$ cat config.mk
export PLATFORM = sky130hd
export DESIGN_NAME = self_organizing_list_access
export DESIGN_NICKNAME = d
export VERILOG_FILES = /design/src/hw/rtl/sola_pkg.sv /design/src/hw/rtl/sola_ram.sv /design/src/hw/rtl/self_organizing_list_access.sv
export SDC_FILE = /design/constraint.sdc
export NUM_CORES = 2
export LEC_CHECK = 0
export ABC_AREA = 1
export ABC_CLOCK_PERIOD_IN_PS = 6550
export BUFFER_PORTS_ARGS = -buffer_cell sky130_fd_sc_hd__buf_2
export CAP_MARGIN = 20
export CORE_ASPECT_RATIO = 1.4
export CORE_MARGIN = 5
export CORE_UTILIZATION = 58
export CTS_CLUSTER_DIAMETER = 100
export DETAILED_ROUTE_END_ITERATION = 12
export HOLD_SLACK_MARGIN = 0.08
export PLACE_DENSITY = 0.74
export SLEW_MARGIN = 20
export SYNTH_ARGS = -nofsm -noshare
export SYNTH_HDL_FRONTEND = slang
export SYNTH_SLANG_ARGS = --single-unit
$ cat constraint.sdc
create_clock -name clock -period 6.55 [get_ports clock]
set_input_delay 0.9825 -clock clock [delete_from_list [all_inputs] [get_ports clock]]
set_output_delay 0.9825 -clock clock [all_outputs]
set_load 0.005 [all_outputs]
$ cat src/hw/rtl/sola_pkg.sv
`default_nettype none
package sola_pkg;

   localparam int MaxEntries = 64;
   localparam int CountBits  = 16;
   localparam int PosBits    = $clog2(MaxEntries);
   localparam int SizeBits   = 7;
   localparam int CostBits   = 7;
   localparam int KeyBits    = 16;
   localparam int CsrIdxBits = 1;
   localparam int CsrDataBits = 7;

   localparam logic [CsrIdxBits-1:0] CSR_POLICY    = 1'd0;
   localparam logic [CsrIdxBits-1:0] CSR_LIST_SIZE = 1'd1;

   localparam logic [1:0] POL_MTF       = 2'd0;
   localparam logic [1:0] POL_TRANSPOSE = 2'd1;
   localparam logic [1:0] POL_FREQ      = 2'd2;

   localparam logic FUNC_ACCESS = 1'b0;
   localparam logic FUNC_REINIT = 1'b1;

   typedef struct packed {
      logic               func;
      logic [KeyBits-1:0] key;
   } req_type;

   typedef struct packed {
      logic [CostBits-1:0] cost;
      logic                out_of_range;
   } rsp_type;

   // Sequencer states
   typedef enum logic [7:0] {
      ST_IDLE   = 8'b0000_0001,
      ST_CLEAR  = 8'b0000_0010,
      ST_SEARCH = 8'b0000_0100,
      ST_COUNT  = 8'b0000_1000,
      ST_SCAN   = 8'b0001_0000,
      ST_SHIFT  = 8'b0010_0000,
      ST_PLACE  = 8'b0100_0000,
      ST_DONE   = 8'b1000_0000
   } state_type;

endpackage
`default_nettype wire

$ cat src/hw/rtl/sola_ram.sv
`default_nettype none
module sola_ram #(
   parameter int Width = 8,
   parameter int Depth = 64
) (
   input  wire logic                     clock,
   input  wire logic                     wr_en,
   input  wire logic [$clog2(Depth)-1:0] wr_addr,
   input  wire logic [Width-1:0]         wr_data,
   input  wire logic [$clog2(Depth)-1:0] rd_addr,
   output logic      [Width-1:0]         rd_data
);

   logic [Width-1:0] mem_ff [Depth];

   // One write port, one registered read port
   always_ff @(posedge clock) begin
      if (wr_en) begin
         mem_ff[wr_addr] <= wr_data;
      end
      rd_data <= mem_ff[rd_addr];
   end

endmodule
`default_nettype wire

$ cat src/hw/rtl/self_organizing_list_access.sv
// Channel | Direction | Ports                      | Payload
// request | in        | req_valid, req_ready       | req_data  (func, key)
// result  | out       | rsp_valid, rsp_ready       | rsp_data  (cost, out_of_range)
// csr     | in        | csr_we, csr_index          | csr_wdata (policy, list_size)
//
// One request at a time. Every memory access goes through the single read port
// of each RAM: the search reads and compares one entry at a time, the frequency
// policy then bumps the count and scans for the new place, then one shift step
// per moved entry. Out-of-range keys are answered from idle without a search.
// After reset, and after a reinitialize request or list_size write, a clearing
// pass rewrites every entry of both RAMs; no request is taken meanwhile.
// A finished result sits in the output register until taken.
`default_nettype none
module self_organizing_list_access (
   input  wire logic                                clock,
   input  wire logic                                reset,
   input  wire logic                                req_valid,
   output logic                                     req_ready,
   input  wire sola_pkg::req_type                   req_data,
   output logic                                     rsp_valid,
   input  wire logic                                rsp_ready,
   output sola_pkg::rsp_type                        rsp_data,
   input  wire logic                                csr_we,
   input  wire logic [sola_pkg::CsrIdxBits-1:0]     csr_index,
   input  wire logic [sola_pkg::CsrDataBits-1:0]    csr_wdata
);

   localparam int PB = sola_pkg::PosBits;
   localparam int CB = sola_pkg::CountBits;
   localparam int NB = PB + 1;

   sola_pkg::state_type state_ff, state_in;
   logic [1:0]                       policy_ff, policy_in;
   logic [sola_pkg::SizeBits-1:0]    size_ff, size_in;
   logic                             clr_req_ff, clr_req_in;
   logic [NB-1:0]                    ptr_ff, ptr_in;   // walking position
   logic [NB-1:0]                    pos_ff, pos_in;   // found position
   logic [NB-1:0]                    dst_ff, dst_in;   // target position
   logic [PB-1:0]                    idx_ff, idx_in;
   logic [CB-1:0]                    cnt_ff, cnt_in;
   logic                             phase_ff, phase_in; // 0 issue read, 1 use data
   logic                             rsp_valid_ff, rsp_valid_in;
   sola_pkg::rsp_type                rsp_ff, rsp_in;

   logic          ord_we, cnt_we;
   logic [PB-1:0] ord_waddr, ord_raddr, cnt_waddr, cnt_raddr;
   logic [PB-1:0] ord_wdata, ord_rdata;
   logic [CB-1:0] cnt_wdata, cnt_rdata;

   logic [NB-1:0] n_eff;
   logic [sola_pkg::KeyBits-1:0] key_m1;

   sola_ram #(.Width(PB), .Depth(sola_pkg::MaxEntries)) u_order (
      .clock(clock), .wr_en(ord_we), .wr_addr(ord_waddr), .wr_data(ord_wdata),
      .rd_addr(ord_raddr), .rd_data(ord_rdata)
   );
   sola_ram #(.Width(CB), .Depth(sola_pkg::MaxEntries)) u_count (
      .clock(clock), .wr_en(cnt_we), .wr_addr(cnt_waddr), .wr_data(cnt_wdata),
      .rd_addr(cnt_raddr), .rd_data(cnt_rdata)
   );

   assign n_eff = (size_ff > sola_pkg::SizeBits'(sola_pkg::MaxEntries))
                ? NB'(sola_pkg::MaxEntries) : NB'(size_ff);
   assign key_m1 = req_data.key - 1'b1;

   assign req_ready = (state_ff == sola_pkg::ST_IDLE) && !rsp_valid_ff && !clr_req_ff;
   assign rsp_valid = rsp_valid_ff;
   assign rsp_data  = rsp_ff;

   // Sequencer
   always_comb begin
      state_in = state_ff; policy_in = policy_ff; size_in = size_ff;
      clr_req_in = clr_req_ff; ptr_in = ptr_ff; pos_in = pos_ff; dst_in = dst_ff;
      idx_in = idx_ff; cnt_in = cnt_ff; phase_in = phase_ff;
      rsp_valid_in = rsp_valid_ff; rsp_in = rsp_ff;
      ord_we = 1'b0; ord_waddr = ptr_ff[PB-1:0]; ord_wdata = ptr_ff[PB-1:0];
      ord_raddr = ptr_ff[PB-1:0];
      cnt_we = 1'b0; cnt_waddr = ptr_ff[PB-1:0]; cnt_wdata = '0;
      cnt_raddr = idx_ff;

      if (rsp_valid_ff && rsp_ready) rsp_valid_in = 1'b0;

      if (csr_we) begin
         case (csr_index)
            sola_pkg::CSR_POLICY:    policy_in = csr_wdata[1:0];
            sola_pkg::CSR_LIST_SIZE: begin
               size_in = csr_wdata[sola_pkg::SizeBits-1:0];
               clr_req_in = 1'b1;
            end
            default: ;
         endcase
      end

      case (state_ff)
         sola_pkg::ST_IDLE: begin
            if (clr_req_ff) begin
               clr_req_in = 1'b0; ptr_in = '0; state_in = sola_pkg::ST_CLEAR;
            end else if (req_valid && req_ready) begin
               if (req_data.func == sola_pkg::FUNC_REINIT) begin
                  rsp_in = '{cost: '0, out_of_range: 1'b0};
                  rsp_valid_in = 1'b1; ptr_in = '0; state_in = sola_pkg::ST_CLEAR;
               end else if (req_data.key == '0 ||
                            req_data.key > sola_pkg::KeyBits'(n_eff)) begin
                  rsp_in = '{cost: sola_pkg::CostBits'(n_eff), out_of_range: 1'b1};
                  rsp_valid_in = 1'b1;
               end else begin
                  idx_in = key_m1[PB-1:0]; ptr_in = '0; phase_in = 1'b0;
                  state_in = sola_pkg::ST_SEARCH;
               end
            end
         end
         sola_pkg::ST_CLEAR: begin
            ord_we = 1'b1; cnt_we = 1'b1;
            ptr_in = ptr_ff + 1'b1;
            if (ptr_ff == NB'(sola_pkg::MaxEntries - 1)) state_in = sola_pkg::ST_IDLE;
         end
         sola_pkg::ST_SEARCH: begin
            if (!phase_ff) phase_in = 1'b1;
            else if (ord_rdata == idx_ff) begin
               pos_in = ptr_ff; phase_in = 1'b0;
               case (policy_ff)
                  sola_pkg::POL_TRANSPOSE: begin
                     if (ptr_ff == '0) begin
                        rsp_in = '{cost: sola_pkg::CostBits'(1), out_of_range: 1'b0};
                        rsp_valid_in = 1'b1; state_in = sola_pkg::ST_IDLE;
                     end else begin
                        rsp_in = '{cost: sola_pkg::CostBits'(ptr_ff + 2'd2),
                                   out_of_range: 1'b0};
                        dst_in = ptr_ff - 1'b1; state_in = sola_pkg::ST_SHIFT;
                     end
                  end
                  sola_pkg::POL_FREQ: begin
                     rsp_in = '{cost: sola_pkg::CostBits'(ptr_ff + 1'b1),
                                out_of_range: 1'b0};
                     state_in = sola_pkg::ST_COUNT;
                  end
                  default: begin
                     rsp_in = '{cost: sola_pkg::CostBits'(ptr_ff + 1'b1),
                                out_of_range: 1'b0};
                     dst_in = '0; state_in = sola_pkg::ST_SHIFT;
                  end
               endcase
            end else begin
               ptr_in = ptr_ff + 1'b1; phase_in = 1'b0;
            end
         end
         sola_pkg::ST_COUNT: begin
            // Read own count, saturating increment, write back
            if (!phase_ff) phase_in = 1'b1;
            else begin
               cnt_in = (cnt_rdata == '1) ? cnt_rdata : cnt_rdata + 1'b1;
               cnt_we = 1'b1; cnt_waddr = idx_ff; cnt_wdata = cnt_in;
               ptr_in = '0; phase_in = 1'b0; state_in = sola_pkg::ST_SCAN;
            end
         end
         sola_pkg::ST_SCAN: begin
            // Find first position whose count is not greater than ours
            if (ptr_ff == pos_ff) begin
               dst_in = pos_ff; state_in = sola_pkg::ST_SHIFT; phase_in = 1'b0;
            end else begin
               cnt_raddr = ord_rdata;
               ord_raddr = ptr_ff[PB-1:0];
               case (phase_ff)
                  1'b0: phase_in = 1'b1;
                  default: begin
                     // phase 1: order data ready, read count next
                     phase_in = 1'b0;
                     ptr_in = ptr_ff; state_in = sola_pkg::ST_PLACE;
                  end
               endcase
            end
         end
         sola_pkg::ST_PLACE: begin
            // count of order_store[ptr] now valid
            if (!(cnt_rdata > cnt_ff)) begin
               dst_in = ptr_ff; state_in = sola_pkg::ST_SHIFT;
            end else begin
               ptr_in = ptr_ff + 1'b1; state_in = sola_pkg::ST_SCAN;
            end
            phase_in = 1'b0;
         end
         sola_pkg::ST_SHIFT: begin
            // Walk ptr from pos down to dst copying predecessor upward
            if (pos_ff == dst_ff) begin
               state_in = sola_pkg::ST_DONE;
            end else if (!phase_ff) begin
               ptr_in = pos_ff; ord_raddr = pos_ff[PB-1:0] - 1'b1; phase_in = 1'b1;
            end else begin
               ord_we = 1'b1; ord_waddr = ptr_ff[PB-1:0]; ord_wdata = ord_rdata;
               pos_in = pos_ff - 1'b1; phase_in = 1'b0;
            end
         end
         sola_pkg::ST_DONE: begin
            ord_we = 1'b1; ord_waddr = dst_ff[PB-1:0]; ord_wdata = idx_ff;
            rsp_valid_in = 1'b1; state_in = sola_pkg::ST_IDLE;
         end
         default: state_in = sola_pkg::ST_IDLE;
      endcase
   end

   always_ff @(posedge clock) begin
      if (reset) begin
         state_ff <= sola_pkg::ST_CLEAR; policy_ff <= sola_pkg::POL_MTF;
         size_ff <= sola_pkg::SizeBits'(64); clr_req_ff <= 1'b0;
         ptr_ff <= '0; phase_ff <= 1'b0; rsp_valid_ff <= 1'b0;
      end else begin
         state_ff <= state_in; policy_ff <= policy_in; size_ff <= size_in;
         clr_req_ff <= clr_req_in; ptr_ff <= ptr_in; phase_ff <= phase_in;
         rsp_valid_ff <= rsp_valid_in;
      end
      pos_ff <= pos_in; dst_ff <= dst_in; idx_ff <= idx_in; cnt_ff <= cnt_in;
      rsp_ff <= rsp_in;
   end

   // Checks
   a_no_accept_busy: assert property (@(posedge clock) disable iff (reset)
      (state_ff != sola_pkg::ST_IDLE) |-> !req_ready) else $error("ready while busy");
   a_rsp_hold: assert property (@(posedge clock) disable iff (reset)
      (rsp_valid && !rsp_ready) |=> (rsp_valid && $stable(rsp_data)))
      else $error("result dropped");
   a_oor_cost: assert property (@(posedge clock) disable iff (reset)
      (rsp_valid && rsp_data.out_of_range) |-> rsp_data.cost <= 7'd64)
      else $error("bad out-of-range cost");

endmodule
`default_nettype wire
==> out/metrics.cfg <==
[worst_setup_path]
path_class=flop to flop
timing.rr.start=ptr_ff[2]
arrival_ps=5830
startpoint_type=flop
end_kind=flop
critical_path.max_fanout=71
r2r_slack_ps=1380
ff2ff_path_depth=17
reg2reg_to=u_count.rd_data[12]
cp_data_required_time_ps=7210
crit_start=ptr_ff[2]
endpoint=u_count.rd_data[12]

[sta]
setup_viol=0
finalCritPeriodShare=0.7896
slew_headroom=0.2505
period_minus_slack_ps=5172
rsz0062_at_grt=no
worst_clock_skew_ps=27.12
tns_ps=0
hold_violations=0
fmax_mhz=193.3
worst_pin_slew_ps=1124
slew_violations=0

[drt]
vias=48720
first_iter_violations=5555
dr.pass1.iters=8
via_per_inst=5.834
wl_um=187700
drt-wirelength-per-cell_um=22.48
drc=0
drtAntennaViolNets=0

[finish]
fin_util=0.6381
fill_cells=8897
area_delta_synth_final_pct=9.538
nets=6795
fin_area_um2=74950
drive_gt1_frac=0.06711

[grt]
grt_util_met2=0.5026
grt_pass1_vias=48140
gr-usage-met3=0.03962
track_usage=0.2954
grt_overflow=0
grt_start_max_net_pins=155
grt_first_pass_wirelength_um=281600
grt.busiest_layer=met2
antenna_found_initial=0
met1_usage=0.3382

[logic_synthesis]
synth-async-reset-ratio=0
ys.flop_type=edfxtp_1
synth_edf_count=1452
synth_top_cell_area_share=0.6373
yosys.area.top_type=edfxtp_1
ys_seq_area_frac=0.6516
ys_warn_count=0
synth.distinct_cells=51
synth_fp_nets=6821
avgSynthCellArea_um2=10.13
syn_inst=6756
synth-seq-cells=1501
yosys-top-cells-area=edfxtp_1 (64%), nand3_1 (11%), nand2_1 (7.9%)
yosys-top-cells-count=nand3_1 (1,496), edfxtp_1 (1,452), nand2_1 (1,439)
synthMostInstantiatedCell=nand3_1
syn_area_um2=68420

[clocking]
post_cts_buffers=0
clkTransAtPathRegs_ps=70
ctsRootBufferMaster=clkbuf_16
clock_tree.buffer_depth=3
cts_hold_buf=0
htree_levels=4
cts_made_buffers=141
cts_tree=done
clk_latency_ps=780
numClockSinks=1501
cts_resized=0

[placed_design]
placed_area_um2=70220
io_buffers=39
place_congestion=0.9559
dp_hpwl_um=111300

[die]
dieArea_um2=125000
core_um2=117500
initial_core_util=0.5826
die_h_um=416.4
rows=149
die_width_um=300.3
ioPinCount=40

[hold_path]
worstHoldPathType=input port to flop

[power_and_ir_drop]
p_leak_nw=32.53
pwr_density_cell_nw_per_um2=295.3
ir_worst_vdd_mv=0.2584

[job]
timing.max_cap.violations=0

[status]
status=finished, final reports clean

## placed cells by master (no fill, tap or decap), types with 7 or more instances in the layout
master and n:
nor4_2 11, edfxtp_1 1452, o21ai_0 57, buf_4 129, a21oi_4 7, nand2_1 1435
buf_12 12, clkbuf_1 28, nand4_1 26, inv_1 1287, bufinv_16 17, o22ai_1 8
nand3b_1 154, nand3_1 1495, clkinv_2 15, nor2_1 192, o221ai_1 8, a21oi_1 36
dfxtp_1 49, xor2_1 24, buf_2 39, xnor2_1 12, inv_6 7, clkinv_1 31
ha_1 35, nor2_2 7, clkbuf_16 144, nor3_1 18
## area by class of cell
type | instances | area, µm² | area share
multi-input cells | 3604 | 17450 | 0.2329
clock inverters | 79 | 929.6 | 0.01240
diodes | 1 | 2.502 | 0.00003339
repair buffers | 183 | 1474 | 0.01967
well taps | 1510 | 1889 | 0.02521
flip-flops and latches | 1501 | 44580 | 0.5949
clock buffers | 174 | 3736 | 0.04985
inverters | 1299 | 4880 | 0.06511
## registers in the layout, summed over array words and instances, names as in the netlist
| name | count |
|---|---|
| clr_req_ff | 1 |
| cnt_ff | 16 |
| dst_ff | 7 |
| idx_ff | 6 |
| phase_ff | 1 |
| policy_ff | 2 |
| pos_ff | 7 |
| ptr_ff | 7 |
| rsp_data | 8 |
| rsp_valid | 1 |
| size_ff | 7 |
| state_ff | 8 |
| u_count.mem_ff | 1024 |
| u_count.rd_data | 16 |
| u_order.mem_ff | 384 |
| u_order.rd_data | 6 |
## layer usage
metal,wire (µm),vias up,share of wire
met3,13810,670,0.074
li1,-,22250,-
met5,0,-,0
met4,16780,0,0.089
met1,64430,23280,0.34
met2,92670,2523,0.49
## cells by family (layout without fill, tap and decap cells)
family	Yosys count	count (layout)	share of synthesized area
xor+xnor	36	36	0.004608
other cells	0	1	0
compound gates	161	161	0.01414
flops	1501	1501	0.6516
fa+ha+maj	35	35	0.006400
simple gates	3372	3372	0.2243
buf+inv	1651	1735	0.09901
## through the flow
step	instances	setup slack (ps)	hold WS, ps	power, W
4_1_cts	8348	1504	405.7	0.02217
2_1_floorplan	6756	1946	455.4	0.01294
3_5_place_dp	8095	1493	478.2	0.01393
3_3_place_gp	8094	1583	466.2	0.01387
5_1_grt	8350	1108	455.9	0.02283
6_report	8351	1378	462.9	0.02213
## report_power, final
part	internal (W)	switching (W)	total, W
clock network	0.00476	0.00359	0.00835
logic	0.000664	0.00202	0.00268
registers	0.0109	0.000161	0.0111
## critical path, cell delays in order, from the launching register on
cell     delay [ps]
dfxtp_1         650
inv_1           300
nand2_1         120
nand2_1          60
nand2_1          50
nor2_1           50
nand2_2         180
nand3_2         740
nand2_8         810
buf_4           550
buf_4           370
nand2_1          90
nand3_1          80
nand3_1          90
nand3_1         150
nand3_1         370
nand3_1         220
nand2_1          70
## worst min-delay path by stage
stage                            start  cells past startpoint  slack [ps]          to
after floorplan             size_ff[0]                      2         460  size_ff[0]
after global placement      size_ff[5]                      2         470  size_ff[5]
after detailed placement    size_ff[3]                      2         480  size_ff[3]
after CTS                 csr_wdata[6]                      3         410  size_ff[6]
after global routing      csr_wdata[6]                      3         460  size_ff[6]
final                     csr_wdata[6]                      3         460  size_ff[6]
Power figures use the tool's default switching activity.
